**src/circular_deque_defines.svh**
```systemverilog
// ---------------------------------------------------------------------------
// circular deque assertion macros
// shared property wrappers clocked on i_clk and disabled during reset
// ---------------------------------------------------------------------------
`ifndef CIRCULAR_DEQUE_DEFINES_SVH
`define CIRCULAR_DEQUE_DEFINES_SVH

// same-cycle implication
`define CDQ_ASSERT(label, ante, cons, msg) \
    label: assert property (@(posedge i_clk) disable iff (!i_rst_n) (ante) |-> (cons)) \
        else $error(msg);

// next-cycle implication
`define CDQ_ASSERT_NEXT(label, ante, cons, msg) \
    label: assert property (@(posedge i_clk) disable iff (!i_rst_n) (ante) |=> (cons)) \
        else $error(msg);

`endif

```
**src/cdq_pkg.sv**
```systemverilog
// ---------------------------------------------------------------------------
// cdq_pkg
// shared constants, codes, control structs and index helpers of the deque
// ---------------------------------------------------------------------------
package cdq_pkg;

    localparam int DEPTH  = 16;
    localparam int DATA_W = 32;
    localparam int IDX_W  = $clog2(DEPTH);
    localparam int CNT_W  = IDX_W + 1;
    localparam int CAP_W  = 5;
    localparam int MODE_W = 3;
    localparam int STAT_W = 2;
    localparam int ADDR_W = 3;
    localparam int PDATA_W = 32;

    localparam logic [CAP_W-1:0] CAP_RESET = CAP_W'(DEPTH);

    localparam logic [MODE_W-1:0] MODE_PUSH_FRONT = 3'd0;
    localparam logic [MODE_W-1:0] MODE_PUSH_REAR  = 3'd1;
    localparam logic [MODE_W-1:0] MODE_POP_FRONT  = 3'd2;
    localparam logic [MODE_W-1:0] MODE_POP_REAR   = 3'd3;
    localparam logic [MODE_W-1:0] MODE_QUERY      = 3'd4;

    localparam logic [STAT_W-1:0] STAT_DONE  = 2'd0;
    localparam logic [STAT_W-1:0] STAT_FULL  = 2'd1;
    localparam logic [STAT_W-1:0] STAT_EMPTY = 2'd2;

    // register index held in paddr above the byte offset
    localparam logic REG_CAPACITY = 1'b0;

    typedef struct packed {
        logic load;
        logic exec;
        logic load_out;
    } t_cmd;

    typedef struct packed {
        logic out_free;
    } t_stat;

    function automatic logic [IDX_W-1:0] idx_next(input logic [IDX_W-1:0] idx,
                                                  input logic [CNT_W-1:0] cap);
        logic [CNT_W-1:0] inc;
        inc = {1'b0, idx} + CNT_W'(1);
        return (inc >= cap) ? '0 : inc[IDX_W-1:0];
    endfunction

    function automatic logic [IDX_W-1:0] idx_prev(input logic [IDX_W-1:0] idx,
                                                  input logic [CNT_W-1:0] cap);
        logic [CNT_W-1:0] last;
        last = cap - CNT_W'(1);
        return (idx == '0) ? last[IDX_W-1:0] : idx - IDX_W'(1);
    endfunction

endpackage

```
**src/cdq_ifs.sv**
```systemverilog
// ---------------------------------------------------------------------------
// cdq channel interfaces
// valid/ready channels for operation requests and results
// ---------------------------------------------------------------------------
interface cdq_in_if;
    logic                             valid;
    logic                             ready;
    logic [cdq_pkg::MODE_W-1:0]       mode;
    logic signed [cdq_pkg::DATA_W-1:0] data_value;

    modport source (output valid, output mode, output data_value, input ready);
    modport sink   (input valid, input mode, input data_value, output ready);
endinterface

interface cdq_out_if;
    logic                             valid;
    logic                             ready;
    logic [cdq_pkg::STAT_W-1:0]       status;
    logic signed [cdq_pkg::DATA_W-1:0] front_value;
    logic signed [cdq_pkg::DATA_W-1:0] rear_value;
    logic                             queue_empty;
    logic                             queue_full;

    modport source (output valid, output status, output front_value, output rear_value,
                    output queue_empty, output queue_full, input ready);
    modport sink   (input valid, input status, input front_value, input rear_value,
                    input queue_empty, input queue_full, output ready);
endinterface

```
**src/cdq_ram.sv**
```systemverilog
// ---------------------------------------------------------------------------
// cdq_ram
// generic store, one write port and two registered read ports
// ---------------------------------------------------------------------------
module cdq_ram #(
    parameter int WIDTH = 32,
    parameter int DEPTH = 16
) (
    input  logic                     i_clk,
    input  logic                     i_we,
    input  logic [$clog2(DEPTH)-1:0] i_waddr,
    input  logic [WIDTH-1:0]         i_wdata,
    input  logic [$clog2(DEPTH)-1:0] i_raddr_a,
    input  logic [$clog2(DEPTH)-1:0] i_raddr_b,
    output logic [WIDTH-1:0]         o_rdata_a,
    output logic [WIDTH-1:0]         o_rdata_b
);

    logic [WIDTH-1:0] r_mem [DEPTH];
    logic [WIDTH-1:0] r_rdata_a;
    logic [WIDTH-1:0] r_rdata_b;

    always_ff @(posedge i_clk) begin
        if (i_we) begin
            r_mem[i_waddr] <= i_wdata;
        end
        r_rdata_a <= r_mem[i_raddr_a];
        r_rdata_b <= r_mem[i_raddr_b];
    end

    assign o_rdata_a = r_rdata_a;
    assign o_rdata_b = r_rdata_b;

endmodule

```
**src/cdq_ctrl.sv**
```systemverilog
// ---------------------------------------------------------------------------
// cdq_ctrl
// sequencer: accept, execute, read back, hand over to the output register
// ---------------------------------------------------------------------------
module cdq_ctrl (
    input  logic          i_clk,
    input  logic          i_rst_n,
    input  logic          i_in_valid,
    input  cdq_pkg::t_stat i_stat,
    output logic          o_in_ready,
    output cdq_pkg::t_cmd  o_cmd
);

    localparam logic [1:0] S_IDLE = 2'd0;
    localparam logic [1:0] S_EXEC = 2'd1;
    localparam logic [1:0] S_READ = 2'd2;
    localparam logic [1:0] S_DONE = 2'd3;

    logic [1:0] r_state;
    logic [1:0] n_state;

    always_comb begin
        n_state        = r_state;
        o_cmd.load     = 1'b0;
        o_cmd.exec     = 1'b0;
        o_cmd.load_out = 1'b0;
        case (r_state)
            S_IDLE: begin
                if (i_in_valid) begin
                    o_cmd.load = 1'b1;
                    n_state    = S_EXEC;
                end
            end
            S_EXEC: begin
                o_cmd.exec = 1'b1;
                n_state    = S_READ;
            end
            S_READ: begin
                n_state = S_DONE;
            end
            S_DONE: begin
                if (i_stat.out_free) begin
                    o_cmd.load_out = 1'b1;
                    n_state        = S_IDLE;
                end
            end
            default: begin
                n_state = S_IDLE;
            end
        endcase
    end

    always_ff @(posedge i_clk) begin
        if (!i_rst_n) begin
            r_state <= S_IDLE;
        end else begin
            r_state <= n_state;
        end
    end

    assign o_in_ready = (r_state == S_IDLE);

endmodule

```
**src/cdq_dpath.sv**
```systemverilog
// ---------------------------------------------------------------------------
// cdq_dpath
// indices, empty flag, capacity, entry store and result register
// ---------------------------------------------------------------------------
module cdq_dpath (
    input  logic                             i_clk,
    input  logic                             i_rst_n,
    input  cdq_pkg::t_cmd                    i_cmd,
    input  logic [cdq_pkg::MODE_W-1:0]       i_mode,
    input  logic [cdq_pkg::DATA_W-1:0]       i_data,
    input  logic                             i_cfg_we,
    input  logic [cdq_pkg::CAP_W-1:0]        i_cfg_data,
    input  logic                             i_out_ready,
    output cdq_pkg::t_stat                   o_stat,
    output logic [cdq_pkg::CAP_W-1:0]        o_capacity,
    output logic                             o_out_valid,
    output logic [cdq_pkg::STAT_W-1:0]       o_status,
    output logic [cdq_pkg::DATA_W-1:0]       o_front_value,
    output logic [cdq_pkg::DATA_W-1:0]       o_rear_value,
    output logic                             o_queue_empty,
    output logic                             o_queue_full
);

    logic [cdq_pkg::CAP_W-1:0]  r_cap;
    logic [cdq_pkg::IDX_W-1:0]  r_front;
    logic [cdq_pkg::IDX_W-1:0]  n_front;
    logic [cdq_pkg::IDX_W-1:0]  r_rear;
    logic [cdq_pkg::IDX_W-1:0]  n_rear;
    logic                       r_empty;
    logic                       n_empty;
    logic [cdq_pkg::MODE_W-1:0] r_mode;
    logic [cdq_pkg::DATA_W-1:0] r_data;
    logic [cdq_pkg::STAT_W-1:0] r_status;
    logic [cdq_pkg::STAT_W-1:0] n_status;
    logic                       r_out_valid;
    logic [cdq_pkg::STAT_W-1:0] r_out_status;
    logic [cdq_pkg::DATA_W-1:0] r_out_front;
    logic [cdq_pkg::DATA_W-1:0] r_out_rear;
    logic                       r_out_empty;
    logic                       r_out_full;

    logic [cdq_pkg::CNT_W-1:0]  eff_cap;
    logic                       full;
    logic                       is_push;
    logic                       is_pop;
    logic                       we;
    logic [cdq_pkg::IDX_W-1:0]  waddr;
    logic [cdq_pkg::DATA_W-1:0] rdata_front;
    logic [cdq_pkg::DATA_W-1:0] rdata_rear;

    // zero acts as one, anything beyond the store acts as the store depth
    always_comb begin
        if (r_cap == '0) begin
            eff_cap = cdq_pkg::CNT_W'(1);
        end else if (int'(r_cap) > cdq_pkg::DEPTH) begin
            eff_cap = cdq_pkg::CNT_W'(cdq_pkg::DEPTH);
        end else begin
            eff_cap = cdq_pkg::CNT_W'(r_cap);
        end
    end

    assign full    = !r_empty && (cdq_pkg::idx_next(r_rear, eff_cap) == r_front);
    assign is_push = (r_mode == cdq_pkg::MODE_PUSH_FRONT) || (r_mode == cdq_pkg::MODE_PUSH_REAR);
    assign is_pop  = (r_mode == cdq_pkg::MODE_POP_FRONT) || (r_mode == cdq_pkg::MODE_POP_REAR);

    always_comb begin
        n_front  = r_front;
        n_rear   = r_rear;
        n_empty  = r_empty;
        n_status = cdq_pkg::STAT_DONE;
        we       = 1'b0;
        waddr    = '0;
        if (is_push) begin
            if (full) begin
                n_status = cdq_pkg::STAT_FULL;
            end else if (r_empty) begin
                // first entry always lands at index zero
                n_front = '0;
                n_rear  = '0;
                n_empty = 1'b0;
                we      = i_cmd.exec;
            end else if (r_mode == cdq_pkg::MODE_PUSH_FRONT) begin
                n_front = cdq_pkg::idx_prev(r_front, eff_cap);
                waddr   = n_front;
                we      = i_cmd.exec;
            end else begin
                n_rear = cdq_pkg::idx_next(r_rear, eff_cap);
                waddr  = n_rear;
                we     = i_cmd.exec;
            end
        end else if (is_pop) begin
            if (r_empty) begin
                n_status = cdq_pkg::STAT_EMPTY;
            end else if (r_front == r_rear) begin
                n_empty = 1'b1;
                n_front = '0;
                n_rear  = '0;
            end else if (r_mode == cdq_pkg::MODE_POP_FRONT) begin
                n_front = cdq_pkg::idx_next(r_front, eff_cap);
            end else begin
                n_rear = cdq_pkg::idx_prev(r_rear, eff_cap);
            end
        end
    end

    always_ff @(posedge i_clk) begin
        if (!i_rst_n) begin
            r_cap       <= cdq_pkg::CAP_RESET;
            r_front     <= '0;
            r_rear      <= '0;
            r_empty     <= 1'b1;
            r_out_valid <= 1'b0;
        end else begin
            if (i_cfg_we) begin
                r_cap   <= i_cfg_data;
                r_front <= '0;
                r_rear  <= '0;
                r_empty <= 1'b1;
            end else if (i_cmd.exec) begin
                r_front <= n_front;
                r_rear  <= n_rear;
                r_empty <= n_empty;
            end
            if (i_cmd.load_out) begin
                r_out_valid <= 1'b1;
            end else if (i_out_ready) begin
                r_out_valid <= 1'b0;
            end
        end
    end

    always_ff @(posedge i_clk) begin
        if (i_cmd.load) begin
            r_mode <= i_mode;
            r_data <= i_data;
        end
        if (i_cmd.exec) begin
            r_status <= n_status;
        end
        if (i_cmd.load_out) begin
            r_out_status <= r_status;
            r_out_front  <= r_empty ? '0 : rdata_front;
            r_out_rear   <= r_empty ? '0 : rdata_rear;
            r_out_empty  <= r_empty;
            r_out_full   <= full;
        end
    end

    cdq_ram #(
        .WIDTH (cdq_pkg::DATA_W),
        .DEPTH (cdq_pkg::DEPTH)
    ) u_store (
        .i_clk     (i_clk),
        .i_we      (we),
        .i_waddr   (waddr),
        .i_wdata   (r_data),
        .i_raddr_a (r_front),
        .i_raddr_b (r_rear),
        .o_rdata_a (rdata_front),
        .o_rdata_b (rdata_rear)
    );

    assign o_stat.out_free = !r_out_valid || i_out_ready;
    assign o_capacity      = r_cap;
    assign o_out_valid     = r_out_valid;
    assign o_status        = r_out_status;
    assign o_front_value   = r_out_front;
    assign o_rear_value    = r_out_rear;
    assign o_queue_empty   = r_out_empty;
    assign o_queue_full    = r_out_full;

endmodule

```
**src/circular_deque.sv**
```systemverilog
// A double-ended queue in a 16-entry circular store whose front and rear indices wrap at
// the programmed capacity (0 behaves as 1, above 16 behaves as 16). Each request
// transaction carries a mode (push front, push rear, pop front, pop rear, query; unused
// codes act as query) and a value; each one yields exactly one result transaction with a
// status (done, rejected full, rejected empty), the front and rear entries after the
// operation (zero while the queue is empty) and the empty and full flags. One request is
// worked at a time: a taken request steps through the execute, read and done states, and
// no new request is taken until its result has been loaded into the output register.
// The states follow the store: the operation writes it, its registered read ports then
// take the new front and rear entries, and the done state loads the output register when
// it is free. A finished result waits in the output register while the next request
// is taken. Writing capacity over the APB port empties the queue; it is meant to happen
// only while the block is idle. No clearing pass is run after reset.
// ---------------------------------------------------------------------------
// circular_deque
// top level: channel and register port wiring, sequencer and datapath
// ---------------------------------------------------------------------------
`include "circular_deque_defines.svh"

module circular_deque (
    input  logic                        i_clk,
    input  logic                        i_rst_n,
    cdq_in_if.sink                      i_in,
    cdq_out_if.source                   o_out,
    input  logic                        psel,
    input  logic                        penable,
    input  logic                        pwrite,
    input  logic [cdq_pkg::ADDR_W-1:0]  paddr,
    input  logic [cdq_pkg::PDATA_W-1:0] pwdata,
    output logic [cdq_pkg::PDATA_W-1:0] prdata,
    output logic                        pready
);

    cdq_pkg::t_cmd              cmd;
    cdq_pkg::t_stat             stat;
    logic                       cfg_we;
    logic [cdq_pkg::CAP_W-1:0]  capacity;
    logic [cdq_pkg::DATA_W-1:0] front_value;
    logic [cdq_pkg::DATA_W-1:0] rear_value;

    // register port: no wait states, capacity is the only register
    assign pready = 1'b1;
    assign cfg_we = psel && penable && pwrite && pready &&
                    (paddr[cdq_pkg::ADDR_W-1] == cdq_pkg::REG_CAPACITY);

    // reads beyond the register list return zero
    assign prdata = (paddr[cdq_pkg::ADDR_W-1] == cdq_pkg::REG_CAPACITY) ?
                    cdq_pkg::PDATA_W'(capacity) : '0;

    // sequencer: takes a request only when nothing is in flight
    cdq_ctrl u_ctrl (
        .i_clk      (i_clk),
        .i_rst_n    (i_rst_n),
        .i_in_valid (i_in.valid),
        .i_stat     (stat),
        .o_in_ready (i_in.ready),
        .o_cmd      (cmd)
    );

    // datapath: indices, flags, store and the result register
    cdq_dpath u_dpath (
        .i_clk         (i_clk),
        .i_rst_n       (i_rst_n),
        .i_cmd         (cmd),
        .i_mode        (i_in.mode),
        .i_data        (i_in.data_value),
        .i_cfg_we      (cfg_we),
        .i_cfg_data    (pwdata[cdq_pkg::CAP_W-1:0]),
        .i_out_ready   (o_out.ready),
        .o_stat        (stat),
        .o_capacity    (capacity),
        .o_out_valid   (o_out.valid),
        .o_status      (o_out.status),
        .o_front_value (front_value),
        .o_rear_value  (rear_value),
        .o_queue_empty (o_out.queue_empty),
        .o_queue_full  (o_out.queue_full)
    );

    assign o_out.front_value = front_value;
    assign o_out.rear_value  = rear_value;

    // full needs at least one entry, so both flags never show together
    `CDQ_ASSERT(a_flags_exclusive, o_out.valid, !(o_out.queue_empty && o_out.queue_full),
                "empty and full together")
    // a rejected push leaves the queue full, a rejected pop leaves it empty
    `CDQ_ASSERT(a_full_reject, o_out.valid && (o_out.status == cdq_pkg::STAT_FULL),
                o_out.queue_full, "full reject without full flag")
    `CDQ_ASSERT(a_empty_reject, o_out.valid && (o_out.status == cdq_pkg::STAT_EMPTY),
                o_out.queue_empty, "empty reject without empty flag")
    // one transaction in flight: no request is taken in the cycle after another
    `CDQ_ASSERT_NEXT(a_one_in_flight, i_in.valid && i_in.ready, !i_in.ready,
                     "request taken while busy")

endmodule

```
**src/flat_wrapper.sv**
```systemverilog
// flat-port wrapper written by rule: the top's interface ports become plain ports
module circular_deque_flat 
  (i_clk, i_rst_n, psel, penable, pwrite, paddr, pwdata, prdata, pready, i_in_valid, i_in_mode, i_in_data_value, i_in_ready, o_out_valid, o_out_status, o_out_front_value, o_out_rear_value, o_out_queue_empty, o_out_queue_full, o_out_ready);
  cdq_in_if i_in_i ();
  cdq_out_if o_out_i ();
  input  logic i_clk;
  input  logic i_rst_n;
  input  logic psel;
  input  logic penable;
  input  logic pwrite;
  input  logic [cdq_pkg::ADDR_W-1:0] paddr;
  input  logic [cdq_pkg::PDATA_W-1:0] pwdata;
  output logic [cdq_pkg::PDATA_W-1:0] prdata;
  output logic pready;
  input wire logic [$bits(i_in_i.valid)-1:0] i_in_valid;
  input wire logic [$bits(i_in_i.mode)-1:0] i_in_mode;
  input wire logic [$bits(i_in_i.data_value)-1:0] i_in_data_value;
  output wire logic [$bits(i_in_i.ready)-1:0] i_in_ready;
  output wire logic [$bits(o_out_i.valid)-1:0] o_out_valid;
  output wire logic [$bits(o_out_i.status)-1:0] o_out_status;
  output wire logic [$bits(o_out_i.front_value)-1:0] o_out_front_value;
  output wire logic [$bits(o_out_i.rear_value)-1:0] o_out_rear_value;
  output wire logic [$bits(o_out_i.queue_empty)-1:0] o_out_queue_empty;
  output wire logic [$bits(o_out_i.queue_full)-1:0] o_out_queue_full;
  input wire logic [$bits(o_out_i.ready)-1:0] o_out_ready;
  assign i_in_i.valid = i_in_valid;
  assign i_in_i.mode = i_in_mode;
  assign i_in_i.data_value = i_in_data_value;
  assign i_in_ready = i_in_i.ready;
  assign o_out_valid = o_out_i.valid;
  assign o_out_status = o_out_i.status;
  assign o_out_front_value = o_out_i.front_value;
  assign o_out_rear_value = o_out_i.rear_value;
  assign o_out_queue_empty = o_out_i.queue_empty;
  assign o_out_queue_full = o_out_i.queue_full;
  assign o_out_i.ready = o_out_ready;
  circular_deque u_core (.i_clk(i_clk), .i_rst_n(i_rst_n), .i_in(i_in_i), .o_out(o_out_i), .psel(psel), .penable(penable), .pwrite(pwrite), .paddr(paddr), .pwdata(pwdata), .prdata(prdata), .pready(pready));
endmodule
```
**config.mk**
```make
export PLATFORM = sky130hd
export DESIGN_NAME = circular_deque_flat
export DESIGN_NICKNAME = d
export VERILOG_FILES = /design/src/cdq_pkg.sv /design/src/cdq_ifs.sv /design/src/cdq_ram.sv /design/src/cdq_ctrl.sv /design/src/cdq_dpath.sv /design/src/circular_deque.sv /design/src/flat_wrapper.sv
export VERILOG_INCLUDE_DIRS = /design/src /design/src/src
export SDC_FILE = /design/constraint.sdc
export NUM_CORES = 1
export LEC_CHECK = 0
export BUFFER_PORTS_ARGS = -buffer_cell sky130_fd_sc_hd__buf_2
export CORE_ASPECT_RATIO = 1.2
export CORE_MARGIN = 10
export CORE_UTILIZATION = 60
export DETAILED_ROUTE_END_ITERATION = 10
export GPL_TIMING_DRIVEN = 1
export HOLD_SLACK_MARGIN = 0.08
export PLACE_DENSITY = 0.82
export SLEW_MARGIN = 40
export SYNTH_ARGS = -nofsm -noshare
export SYNTH_HDL_FRONTEND = slang
export SYNTH_SLANG_ARGS = --single-unit
```
**constraint.sdc**
```tcl
create_clock -name i_clk -period 7.3 [get_ports i_clk]
set_clock_uncertainty 0.15 [all_clocks]
set_input_delay 1.095 -clock i_clk [delete_from_list [all_inputs] [get_ports i_clk]]
set_output_delay 1.095 -clock i_clk [all_outputs]
set_load 0.02 [all_outputs]
```
# [Word-level counts from Yosys, hierarchy flattened]
# Memories as Yosys holds them, arrays and structs flattened. A register that Yosys moved wholly into a read port is not among the register bits.
# Cells that the tools add are included.
[totals] ff_bits=122 mem_bits_rw=512 output_inout_bits=103 wordCells=112 mem_count=1
[op_classes] add_sub_neg=5 order_cmp=3 eq_ne=15 n_mux=50 bitwise=2 reduce_logical=22
[mem_list] name="u_core.u_dpath.u_store.r_mem" depth=16 word_bits=32 rd=2 rd_clocked_by_memory_dff=2 wr=1 line_no="cdq_ram.sv:19" rtl="logic [WIDTH-1:0] r_mem [DEPTH];"
[op_table] op="$mux 4" count=24
[op_table] op="$mux 1" count=17
[op_table] op="$mux 5" count=3
[op_table] op="$reduce_and 6->1" count=2
[op_table] op="$sub 4x1->4 const B" count=3
[op_table] op="$add 4x1->5 const B" count=2
[op_table] op="$ge 5x5->1" count=2
[op_table] op="$mux 2" count=5
[op_table] op="$eq 4x4->1" count=2
[op_table] op="$logic_not 4->1" count=2
[op_table] op="$pmux 2 s4" count=1
[op_table] op="$eq 3x2->1 const B" count=2
[op_table] op="$ne 3x2->1 const B" count=2
[op_table] op="$gt 5x5->1 const B" count=1
[op_table] op="$logic_not 5->1" count=1
[op_table] op="$eq 2x2->1 const B" count=2
[op_table] op="$logic_and 1x1->1" count=4
[op_table] op="$ne 2x1->1 const B" count=2
[op_table] op="$ne 2x2->1 const B" count=2
[op_table] op="$reduce_bool 2->1" count=2
[op_table] op="$eq 3x1->1 const B" count=1
[op_table] op="$logic_not 3->1" count=1
[op_table] op="$logic_or 1x1->1" count=3
[op_table] op="$ne 3x3->1 const B" count=1
[op_table] op="other kinds (8)" count=10

# [Depth between registers and ports, before layout]
# Gate-level depths: netlist of run 1.
[logic_depth] depth_word=11 ltp_mapped=13 ltp_nobuf=12

# [Modules after synthesis]
# Synthesis of run 1 repeated with hierarchy kept, for this count alone.
[hier_totals] hier_cells=1579 hier_area_um2=29869.9
[by_module_without_submodules] mod="cdq_ram" n_inst=1 cells_per_inst=1141 area_per_inst_um2=24203.2
[by_module_without_submodules] mod="cdq_dpath" n_inst=1 cells_per_inst=384 area_per_inst_um2=5223.8
[by_module_without_submodules] mod="circular_deque" n_inst=1 cells_per_inst=36 area_per_inst_um2=271.5
[by_module_without_submodules] mod="cdq_ctrl" n_inst=1 cells_per_inst=18 area_per_inst_um2=171.4

# [Least setup slack after synthesis of run 1]
# No wires, ideal clock.
[synth_path] kind="reg2reg" from="reg u_core.u_dpath.r_rear[3] in the netlist's numbering" to="mem u_core.u_dpath.u_store.r_mem[14][0] (enable)" setup_ns=0.468 arrival_time_ns=5.038 path_slack_ns=1.644 path_stages_with_launch=11 n_path_buf=2 synth_period_minus_slack_ns=5.656 cell_sequence="dfxtp_1 buf_1 buf_2 and3_1 ha_1 a21o_1 a311oi_2 mux2i_1 inv_1 nand3_1 nor3b_1"
[synth_between] elab_chain_cells=9 word_cells_on_any_way=13
[synth_lines] item="start, declared" line_no="cdq_dpath.sv:27" rtl="logic [cdq_pkg::IDX_W-1:0] r_rear;"
[synth_lines] item="start signal, assigned" line_no="cdq_dpath.sv:121" rtl="r_rear <= n_rear;"
[synth_lines] item="$add 4x1->5 *" line_no="cdq_pkg.sv:45" rtl="inc = {1'b0, idx} + CNT_W'(1);"
[synth_lines] item="$ge 5x5->1" line_no="cdq_pkg.sv:46" rtl="return (inc >= cap) ? '0 : inc[IDX_W-1:0];"
[synth_lines] item="$mux 4 *" line_no="cdq_pkg.sv:46"
[synth_lines] item="$eq 4x4->1" line_no="cdq_dpath.sv:62" rtl="assign full = !r_empty && (cdq_pkg::idx_next(r_rear, eff_cap) == r_front);"
[synth_lines] item="$logic_and 1x1->1" line_no="cdq_dpath.sv:62"
[synth_lines] item="$mux 1" line_no="cdq_dpath.sv:74" rtl="if (full) begin"
[synth_lines] item="$mux 1" line_no="cdq_dpath.sv:73" rtl="if (is_push) begin"
[synth_lines] item="$mux 1" line_no="cdq_ram.sv:24" rtl="if (i_we) begin"
[synth_lines] item="$mux 1 (implied by the code)" line_no="cdq_ram.sv:25" rtl="r_mem[i_waddr] <= i_wdata;"
[synth_lines] item="end, declared" line_no="cdq_ram.sv:19"
# Every way passes the cells marked *; elsewhere a longest branch is shown, timed or not.

# [Worst setup path after layout of run 1]
[layout_path] from="reg u_core.u_dpath.r_rear[0] in the netlist's numbering" to="mem u_core.u_dpath.u_store.r_mem[1][0] (enable)"
# Same word-level chain as after synthesis.

==> flow_results.org, run 1 <==
** Status
- Outcome :: finished, final reports clean

** Detailed routing
- The first routing iteration left 1935 violations.
- Detailed routing inserted a total of 15897 vias.
- Metal3 WL :: approximately 7500 um
- Number of detailed-route iterations in the first pass :: 8
- In the routed layout, each cell is associated on average with a via count of 7.00.
- In the final routing, the length of wire on met1 measures 25100 um.
- Uppermost metal layer occupied by signal nets :: met4
- The routed design uses about 38000 um of met2 wire.
- Detailed-route wire length :: 73400 um
- For this run, design rule violations remaining after detail routing come to 0.
- WL per Instance :: 32.4 um
- Post-detailed-route count of antenna-violating nets :: 0

** Placement
- Post-detailed-placement cell area :: about 32000 um^2
- Final RePlAce weighted congestion :: slightly below 0.9
- Buffers added on ports :: 122
- Detailed placement finished with a half-perimeter wire length of 39500 um.

** Floorplan
- Area enclosed by the die boundary :: 59400 um^2
- Initial standard-cell utilization of the core :: 60.9%
- Std-Cell Core Area :: 49300 um^2
- Measured along the x axis, the die boundary spans 224 um.
- Top-level port count :: 180
- The floorplan has 89 rows.
- In this run the vertical extent of the chip is 265 um.

** Worst setup path
- Data on the critical path arrives at its endpoint at between 5 and 6 ns.
- Cell depth of the worst flop-to-flop path :: 11
- Among all stages on the critical path, the largest delay is contributed by nor2_4.
- The worst register-to-register path begins at u_core.u_dpath.r_rear[0].
- Among cell families on the critical path, the largest total delay comes from simple AND/OR/NAND/NOR gates.
- The endpoint identified for the worst register-to-register timing path is u_core.u_dpath.u_store.r_mem[1][0].
- The worst setup path is captured at a flop.
- Critical path's largest stage delay :: slightly below 0.7 ns
- Critical-path cell list :: buf_6, nand3_1, xor2_1, inv_1, ha_1, a21o_1, a311oi_4, a32o_1, nand4_1, nor2_4, buf_4
- The worst setup path is launched from a flop.
- Data on the critical path is required at its endpoint by 7.41 ns.
- Category of the critical setup timing path :: flop to flop
- Setup slack on the worst reg-to-reg path comes out at 2.31 ns.
- Of all nets on the critical path, the largest fanout is 38.
- Together, buffers and inverters on the worst path number 3.

** Synth
- Number of warning messages in the yosys log :: 0
- Of the post-synthesis cell area, the part taken by muxes is approximately a quarter.
- The synthesized netlist devotes 1.67% of its cell area to compound gates.
- Proportion of synthesized chip area in sequential cells :: around two thirds
- The synthesized netlist devotes less than 1% of its cell area to XOR and XNOR gates.
- Cells after synthesis :: 1433
- Number of distinct standard cells referenced by the synthesized netlist :: 66
- After Yosys synthesis, full adders, half adders and majority gates account for 0.792% of the synthesized area.
- Total of flip-flops plus latches after synthesis :: between 600 and 700
- The synthesized netlist devotes 3.39% of its cell area to simple gates.
- Largest family of logic cells by synthesized area :: multiplexers
- Leading register cell type out of synthesis :: edfxtp_1
- Count of flip-flops with a built-in enable after synthesis :: 617
- Post-synthesis average cell area :: 21.0 um^2
- The mapped netlist covers 30000 um^2.
- Counting flops with an async set or reset pin after synthesis yields a share of 0%.

** Clock network
- The tree built by TritonCTS fans out to ~700 sinks.
- TritonCTS Buffers :: just under 70
- Master cell of the clock root buffer :: clkbuf_16
- Clock transition at path regs :: about 0.060 ns
- The clock passes through at most 3 buffers.
- Post-CTS Resized :: 0
- Maximum level of the CTS H-tree :: 3
- TritonCTS built the clock tree.
- Hold_buf cts :: 0
- In this run the post-CTS setup repair buffer count came out at 0.
- Clock Latency Late Sink :: 0.63 ns

** STA
- The final number of hold-violating endpoints was 0.
- Post-Route Setup TNS :: 0 ns
- Actual transition at the worst max-transition pin :: ~0.87 ns
- Setup repair after global routing left no endpoint under its margin.
- Slew headroom :: 41.8%
- Static timing analysis puts the maximum clock frequency at 0.200 GHz.
- Setup violations remaining at the end of the flow were counted as 0.
- Dividing the final minimum period by the clock period gives 68.4%.
- Minimum clock period :: ~5 ns
- Max-slew violation count :: 0

** Min path
- Hold Crit Class :: flop to flop
- The worst hold path terminates at u_core.u_dpath.o_status[1].
- Along the worst hold path, the cell count comes to 0.
- Worst hold path startpoint :: u_core.u_dpath.r_status[1]

** Final layout
- Layout cells sized above 1 :: 38.8%
- Number of diodes added for antenna fixing :: 0
- Once layout is done, the placed cells without fillers occupy around 34000 um^2.
- Number of nets at the end of the flow :: 1673
- Relative to the synthesized area, the layout overhead comes to 13.2%.

** Global route
- Global-route wire length before repair :: 111000 um
- Summed over all layers, the global routing overflow is 0.
- The initial antenna violation count was 0.
- Entering global routing, the biggest net connects 76 pins.
- Global routing consumed, over all layers together, 25.3% of the routing resources.
- Via count of the first global-routing pass :: 16858

** Flow run
- Max_cap viols :: 0

** Pwr
- Across the VDD grid, the largest voltage drop is around 270 uV.
- Dividing total power by cell area gives a power density of 311 nW/um^2.
- The analysis attributes to cell leakage a power of roughly 11 nW.
- The design draws 10.6 mW.
==> cells in the mapped netlist (all sizes together) (2+ instances only) <==
cell type / number / area [um^2]
nand2b: 5 / 31.3
buf: 78 / 483
edfxtp: 617 / 18500
a221oi: 3 / 50.1
conb: 2 / 7.51
a21oi: 13 / 65.1
clkbuf: 39 / 146
o211ai: 2 / 15.0
mux4: 320 / 7210
inv: 17 / 63.8
a311oi: 2 / 41.3
a31oi: 3 / 18.8
o21ai: 18 / 93.8
and3: 4 / 25.0
o21a: 6 / 45.0
nand4: 2 / 12.5
nor3b: 3 / 22.5
ha: 19 / 238
xor2: 6 / 60.1
o22a: 2 / 17.5
nand2: 16 / 67.6
nor2b: 78 / 488
nor2: 24 / 90.1
nor3: 14 / 70.1
and2: 3 / 18.8
xnor2: 4 / 50.1
mux2i: 10 / 104
nand3: 13 / 70.1
a221o: 2 / 20.0
dfxtp: 81 / 1620
a21o: 2 / 15.0
a32o: 2 / 20.0
or3: 4 / 30.0
a22o: 2 / 17.5
nand4b: 2 / 32.5
==> metal layers <==
layer | GRT usage, % | vias up
met4 | 10.8 | 0
met2 | 42.1 | 1157
met5 | 0 | -
met1 | 31.7 | 8244
li1 | - | 6302
met3 | 5.59 | 194
==> registers in the layout, indices dropped and copies added (netlist names), 2 cells and up <==
register                          flops
u_core.u_dpath.u_store.r_mem        512
u_core.u_dpath.o_front_value         32
u_core.u_dpath.o_rear_value          32
u_core.u_dpath.r_data                32
u_core.u_dpath.u_store.o_rdata_a     32
u_core.u_dpath.u_store.o_rdata_b     32
u_core.u_dpath.o_capacity             5
u_core.u_dpath.r_front                4
u_core.u_dpath.r_rear                 4
u_core.u_dpath.r_mode                 3
u_core.u_ctrl.r_state                 2
u_core.u_dpath.o_status               2
u_core.u_dpath.r_status               2
==> worst max-delay path by stage <==
stage                                  start                                   end  slack (ns)  cells after the start
detailed placement  u_core.u_dpath.r_rear[0]  u_core.u_dpath.u_store.r_mem[11][17]        2.15                     11
finish              u_core.u_dpath.r_rear[0]    u_core.u_dpath.u_store.r_mem[1][0]        2.31                     11
global route        u_core.u_dpath.r_rear[0]    u_core.u_dpath.u_store.r_mem[9][0]        1.98                     11
CTS                 u_core.u_dpath.r_rear[0]    u_core.u_dpath.u_store.r_mem[9][0]        2.02                     11
global placement    u_core.u_dpath.r_rear[0]   u_core.u_dpath.u_store.r_mem[5][17]        2.13                     13
floorplan           u_core.u_dpath.r_rear[3]   u_core.u_dpath.u_store.r_mem[14][0]        1.64                     10
==> cells by family (layout without fill, tap and decap cells) <==
group,count (synthesis),in the layout
other,2,28
buffers and inverters,135,309
and+or+nand+nor,172,172
xor gates and xnor gates,10,10
AOI/OAI and AO/OA,67,67
DFF,698,698
muxes,330,330
adders and majority gates,19,19
==> final cells by class <==
type,count,area [um^2]
sequential,698,20200
fill,2856,15300
inverter,18,67.6
clock buffer,99,1940
multi-input combinational,626,9400
tap,637,797
clock inverter,28,467
timing repair buffer,164,1140
==> per-stage QoR <==
| step | utilization (%) | std cells | hold slack [ns] | setup slack [ns] |
|---|---|---|---|---|
| after global routing | 68.9 | 2270 | 0.307 | 1.98 |
| after detailed placement | 64.0 | 2143 | 0.278 | 2.15 |
| final | 68.9 | 2270 | 0.294 | 2.31 |
| after floorplan | - | 1459 | 0.250 | 1.64 |
| after CTS | 68.9 | 2270 | 0.292 | 2.02 |
| after global placement | 63.5 | 2133 | 0.255 | 2.13 |
==> report_power, final <==
group	leakage, nW	total, mW	internal [mW]	switching, mW
clock	1.16	3.74	2.23	1.52
sequential	6.26	5.15	4.83	0.326
combinational	3.40	1.67	0.826	0.842
==> placed cells by master, fill, tap and decap left out, drive strengths merged, types with 2 or more instances in the layout <==
cell type	n
xnor2	4
conb	28
dfxtp	81
a31oi	3
nand3	13
a21o	2
bufinv	10
nand2	16
nand2b	5
o22a	2
and3	4
o211ai	2
a22o	2
clkbuf	99
and2	3
xor2	6
a221oi	3
o21a	6
mux2i	10
o21ai	18
or3	4
clkinvlp	2
buf	164
nor3	14
nand4	2
a311oi	2
ha	19
edfxtp	617
inv	20
nor2b	78
nand4b	2
a32o	2
nor2	24
nor3b	3
a21oi	13
a221o	2
clkinv	14
mux4	320
(Power assumes the default switching activity.)
==> run 2, diff against run 1 <==
--- a/config.mk
+++ b/config.mk
@@ -9,11 +9,11 @@
 export BUFFER_PORTS_ARGS = -buffer_cell sky130_fd_sc_hd__buf_2
 export CORE_ASPECT_RATIO = 1.2
 export CORE_MARGIN = 10
-export CORE_UTILIZATION = 60
+export CORE_UTILIZATION = 55
 export DETAILED_ROUTE_END_ITERATION = 10
 export GPL_TIMING_DRIVEN = 1
 export HOLD_SLACK_MARGIN = 0.08
-export PLACE_DENSITY = 0.82
+export PLACE_DENSITY = 0.79
 export SLEW_MARGIN = 40
 export SYNTH_ARGS = -nofsm -noshare
 export SYNTH_HDL_FRONTEND = slang
==> constraint.sdc (replaced) <==
create_clock -name i_clk -period 4.2 [get_ports i_clk]
set_clock_uncertainty 0.15 [all_clocks]
set_input_delay 0.63 -clock i_clk [delete_from_list [all_inputs] [get_ports i_clk]]
set_output_delay 0.63 -clock i_clk [all_outputs]
set_load 0.02 [all_outputs]
==> run 2 against run 1 <==
- flip-flop and latch count unchanged
- worst hold slack got worse by 0.18 ns
- maximum frequency increased by 29%
- utilization decreased by 5.1 points
- sequential power increased by 73%
- global-route usage decreased by 2.8 points
- wire length decreased by 3.5%
- count of clock-buffer cells in the layout decreased by 11
- critical path type unchanged
- highest routed layer is now met5
==> flow_results.org, run 2 (same netlist as run 1, synthesis figures left out) <==
** Clock network
- The CTS clock-pin slew for the worst setup and hold paths came to 0.06 ns (about the same).
- CTS sink count :: 698 (unchanged)
- The clock latency at the later pin of the worst-skew pair was 0.60 ns (-0.03 ns).
- TritonCTS Buffers :: 67 (-2.9%)
- CTS tree :: done
- Master cell of the clock root buffer :: clkbuf_16
- Max Buffers Root-to-Sink :: 3 (unchanged)
- Maximum level of the CTS H-tree :: 3 (unchanged)

** Final layout
- Commonest cells after routing, fill and taps aside :: edfxtp_1, mux4_2, buf_2
- The filler cell count in the final layout came to 3466 (+21%).
- The number of nets in the layout was 1718 (+2.7%).
- Register with the most flip-flops :: u_core.u_dpath.u_store.r_mem
- The area growth from synthesis to layout is 14.4%.
- Most common cell after layout, fill and taps aside :: edfxtp_1
- The flip-flop count of the largest register after layout is 512 (unchanged).
- The number of standard cells in the layout, taps in and fillers out is 2385 (+5.1%).
- The ratio of cells with drive above 1 in the final layout is 38.4% (-0.39 points).
- Register cell area after layout :: 20200 um^2 (about the same)
- Multi-input combinational cell area :: 9430 um^2 (+0.28%)
- The antenna cell count was 0 (unchanged).

** Floorplan
- The horizontal die dimension is 233 um (+4.0%).
- The I/O pin count was 180 (unchanged).
- The number of placement rows came to 93 (+4.5%).
- Height of the die :: 276 um (+4.1%)
- Std-Cell Core Area :: 53900 um^2 (+9.2%)
- Initial standard-cell utilization of the core :: 55.7% (-5.1 points)
- The die area is 64400 um^2 (+8.3%).

** Placement
- Buffers added on ports :: 122 (unchanged)
- Worst slack at placement :: 0.443 ns (-1.71 ns)
- The instance count after placement with tap cells included is 2230 (+4.1%).
- The total half-perimeter wirelength after legalization and detailed placement is 39900 um (+1.1%).
- The final weighted congestion in routability-driven placement is 0.872 (-2.0%).

** Worst setup path
- In this design, the critical path's most frequently occurring cell is ha_1.
- Category of the critical setup timing path :: flop to flop
- Critical path's largest stage delay :: 0.49 ns (-0.19 ns)
- Reg2reg start :: u_core.u_dpath.r_rear[1]
- The endpoint arrival time on the critical path is 3.97 ns (-1.13 ns).
- The logic depth of the worst register-to-register path was 11 (unchanged).
- Standard cell with the maximum stage delay on the critical path :: dfxtp_4
- STA classifies the critical path endpoint as a flop.
- Kind of launch point of the worst setup path :: flop
- The critical path goes through ha_1, xnor2_2, inv_1, ha_1, a21oi_1, o21ai_2, a311oi_4, a32o_1, nand4_1, nor2_4, buf_4.
- The required time of the worst setup path is 4.31 ns (-3.10 ns).
- Worst setup path endpoint :: u_core.u_dpath.u_store.r_mem[9][24]
- The most critical setup path has its startpoint at u_core.u_dpath.r_rear[1].
- The worst register-to-register path ends at u_core.u_dpath.u_store.r_mem[9][24].
- The flop-to-flop setup slack came to 0.34 ns (-1.97 ns).
- The maximum fanout count along the critical path came to 18 (-53%).

** Pwr
- Peak ir drop on the vdd network :: 348 uV (+28%)
- The internal power is 13.4 mW (+70%).
- Clock share of power :: 33.8% (-1.6 points)
- The sequential group share of total power came to 49.5% (+0.7 points).
- The post-layout total power came to 17.9 mW (+70%).
- Switching part of the total power :: 25.4% (about the same)
- Combinational fraction of design power :: 16.6% (+0.8 points)
- Switching power summed over all nets :: 4.56 mW (+70%)
- Leakage :: 11.0 nW (+1.6%)
- Total power per unit cell area :: 522 nW/um^2 (+68%)

** STA
- The final number of hold-violating endpoints was 0 (unchanged).
- The maximum clock rate came to 0.259 GHz (+29%).
- Final cycle utilization of the critical path :: 92.0% (+24 points)
- The setup violation total in the final timing report was 0 (unchanged).
- Max-slew violation count :: 0 (unchanged)
- The worst-case headroom to the max-slew limit is 41.9% (+0.059 points).
- The final setup slack of the worst path came to 0.337 ns (-1.97 ns).
- Minimum clock period :: 3.86 ns (-1.13 ns)
- The transition at the pin with the smallest max-transition slack was 0.872 ns (-0.000883 ns).
- Setup repair after global routing left no endpoint under its margin.

** Min path
- The path class of the tightest hold or removal check is primary input to flop.

** Detailed routing
- The antenna violation net count after detailed routing came to 0 (unchanged).
- Avg Vias per Cell :: 6.57 (-6.1%)
- The DRC violation total after the first TritonRoute iteration is 1760 (-9.0%).
- The total via count in the routed design was 15679 (-1.4%).
- Number of detailed-route iterations in the first pass :: 5 (-3)
- WL per Instance :: 29.7 um (-8.2%)
- Detailed-route wire length :: 70900 um (-3.5%)
- Number of remaining DRC errors :: 0 (unchanged)

** Global route
- Largest net degree at the start of global routing :: 89 (+17%)
- Via count of the first global-routing pass :: 16715 (-0.85%)
- The global-route wire length before repair is 106000 um (-4.1%).
- Number of antenna violations at the first check in global routing :: 1 (+1)
- Global-route usage over all layers :: 22.4% (-2.8 points)
- Residual overflow from global routing :: 0 (unchanged)

** Flow run
- Max_cap viols :: 0 (unchanged)

** Status
- Outcome :: finished, final reports clean
## run 2: timing repair
action                                 CTS  global route
endpoints found under the hold margin   34             0
hold buffers                            34             0
resized for setup                        0             0
buffers inserted                         0             0
## run 2: layout make-up
| class | count | share of cell area [%] |
|---|---|---|
| Sequential cell | 698 | 58.7 |
| Multi-Input combinational cell | 626 | 27.4 |
| Clock buffer | 88 | 5.32 |
| Timing Repair Buffer | 211 | 4.66 |
| Tap cell | 712 | 2.59 |
| Clock inverter | 32 | 1.06 |
| Inverter | 18 | 0.197 |
## run 2: per-stage QoR
step                      cell area [um^2]  hold WS [ns]  TNS (ns)  util [%]
final                                34400         0.118         0      63.8
after global routing                 34400         0.107         0      63.8
after CTS                            34300        0.0943         0      63.7
after detailed placement             31800         0.255         0      59.0
after global placement               31700         0.260         0      58.9
after floorplan                      30200         0.250    -71.69         -
## run 2: power by group through the flow
| stage | Sequential [mW] | Combinational [mW] | Clock [mW] |
|---|---|---|---|
| finish | 8.89 | 2.99 | 6.07 |
| global route | 8.96 | 3.20 | 6.42 |
| CTS | 8.88 | 3.01 | 6.16 |
| detailed placement | 9.02 | 2.95 | 0 |
| global placement | 8.97 | 2.90 | 0 |
| floorplan | 8.86 | 2.20 | 0 |
## run 2: worst min-delay path by stage
stage                               start                         end  slack, ns  cells after the start
2_1_floorplan  u_core.u_dpath.r_status[0]  u_core.u_dpath.o_status[0]       0.25                      0
3_3_place_gp   u_core.u_dpath.r_status[1]  u_core.u_dpath.o_status[1]       0.26                      0
3_5_place_dp   u_core.u_dpath.r_status[1]  u_core.u_dpath.o_status[1]       0.25                      0
4_1_cts               i_in_data_value[29]   u_core.u_dpath.r_data[29]       0.09                      1
5_1_grt               i_in_data_value[29]   u_core.u_dpath.r_data[29]       0.11                      1
6_report              i_in_data_value[29]   u_core.u_dpath.r_data[29]       0.12                      1
## run 2: worst max-delay path, delay by kind of cell (launching register included)
family,cells,cell delay [ns]
flip-flops,1,0.49
XOR/XNOR,1,0.16
buffers and inverters,2,0.43
AO/OA/AOI/OAI,4,1.10
AND/OR/NAND/NOR,2,0.61
adder cells (fa/ha/maj),2,0.58
## run 2: layer usage
| metal | wire [um] | vias to the layer above | global-route usage (%) |
|---|---|---|---|
| met5 | 13 | - | 0 |
| met4 | 2640 | 2 | 10.3 |
| met3 | 6150 | 173 | 4.83 |
| met2 | 37000 | 843 | 37.6 |
| met1 | 25000 | 8305 | 27.6 |
| li1 | - | 6356 | - |
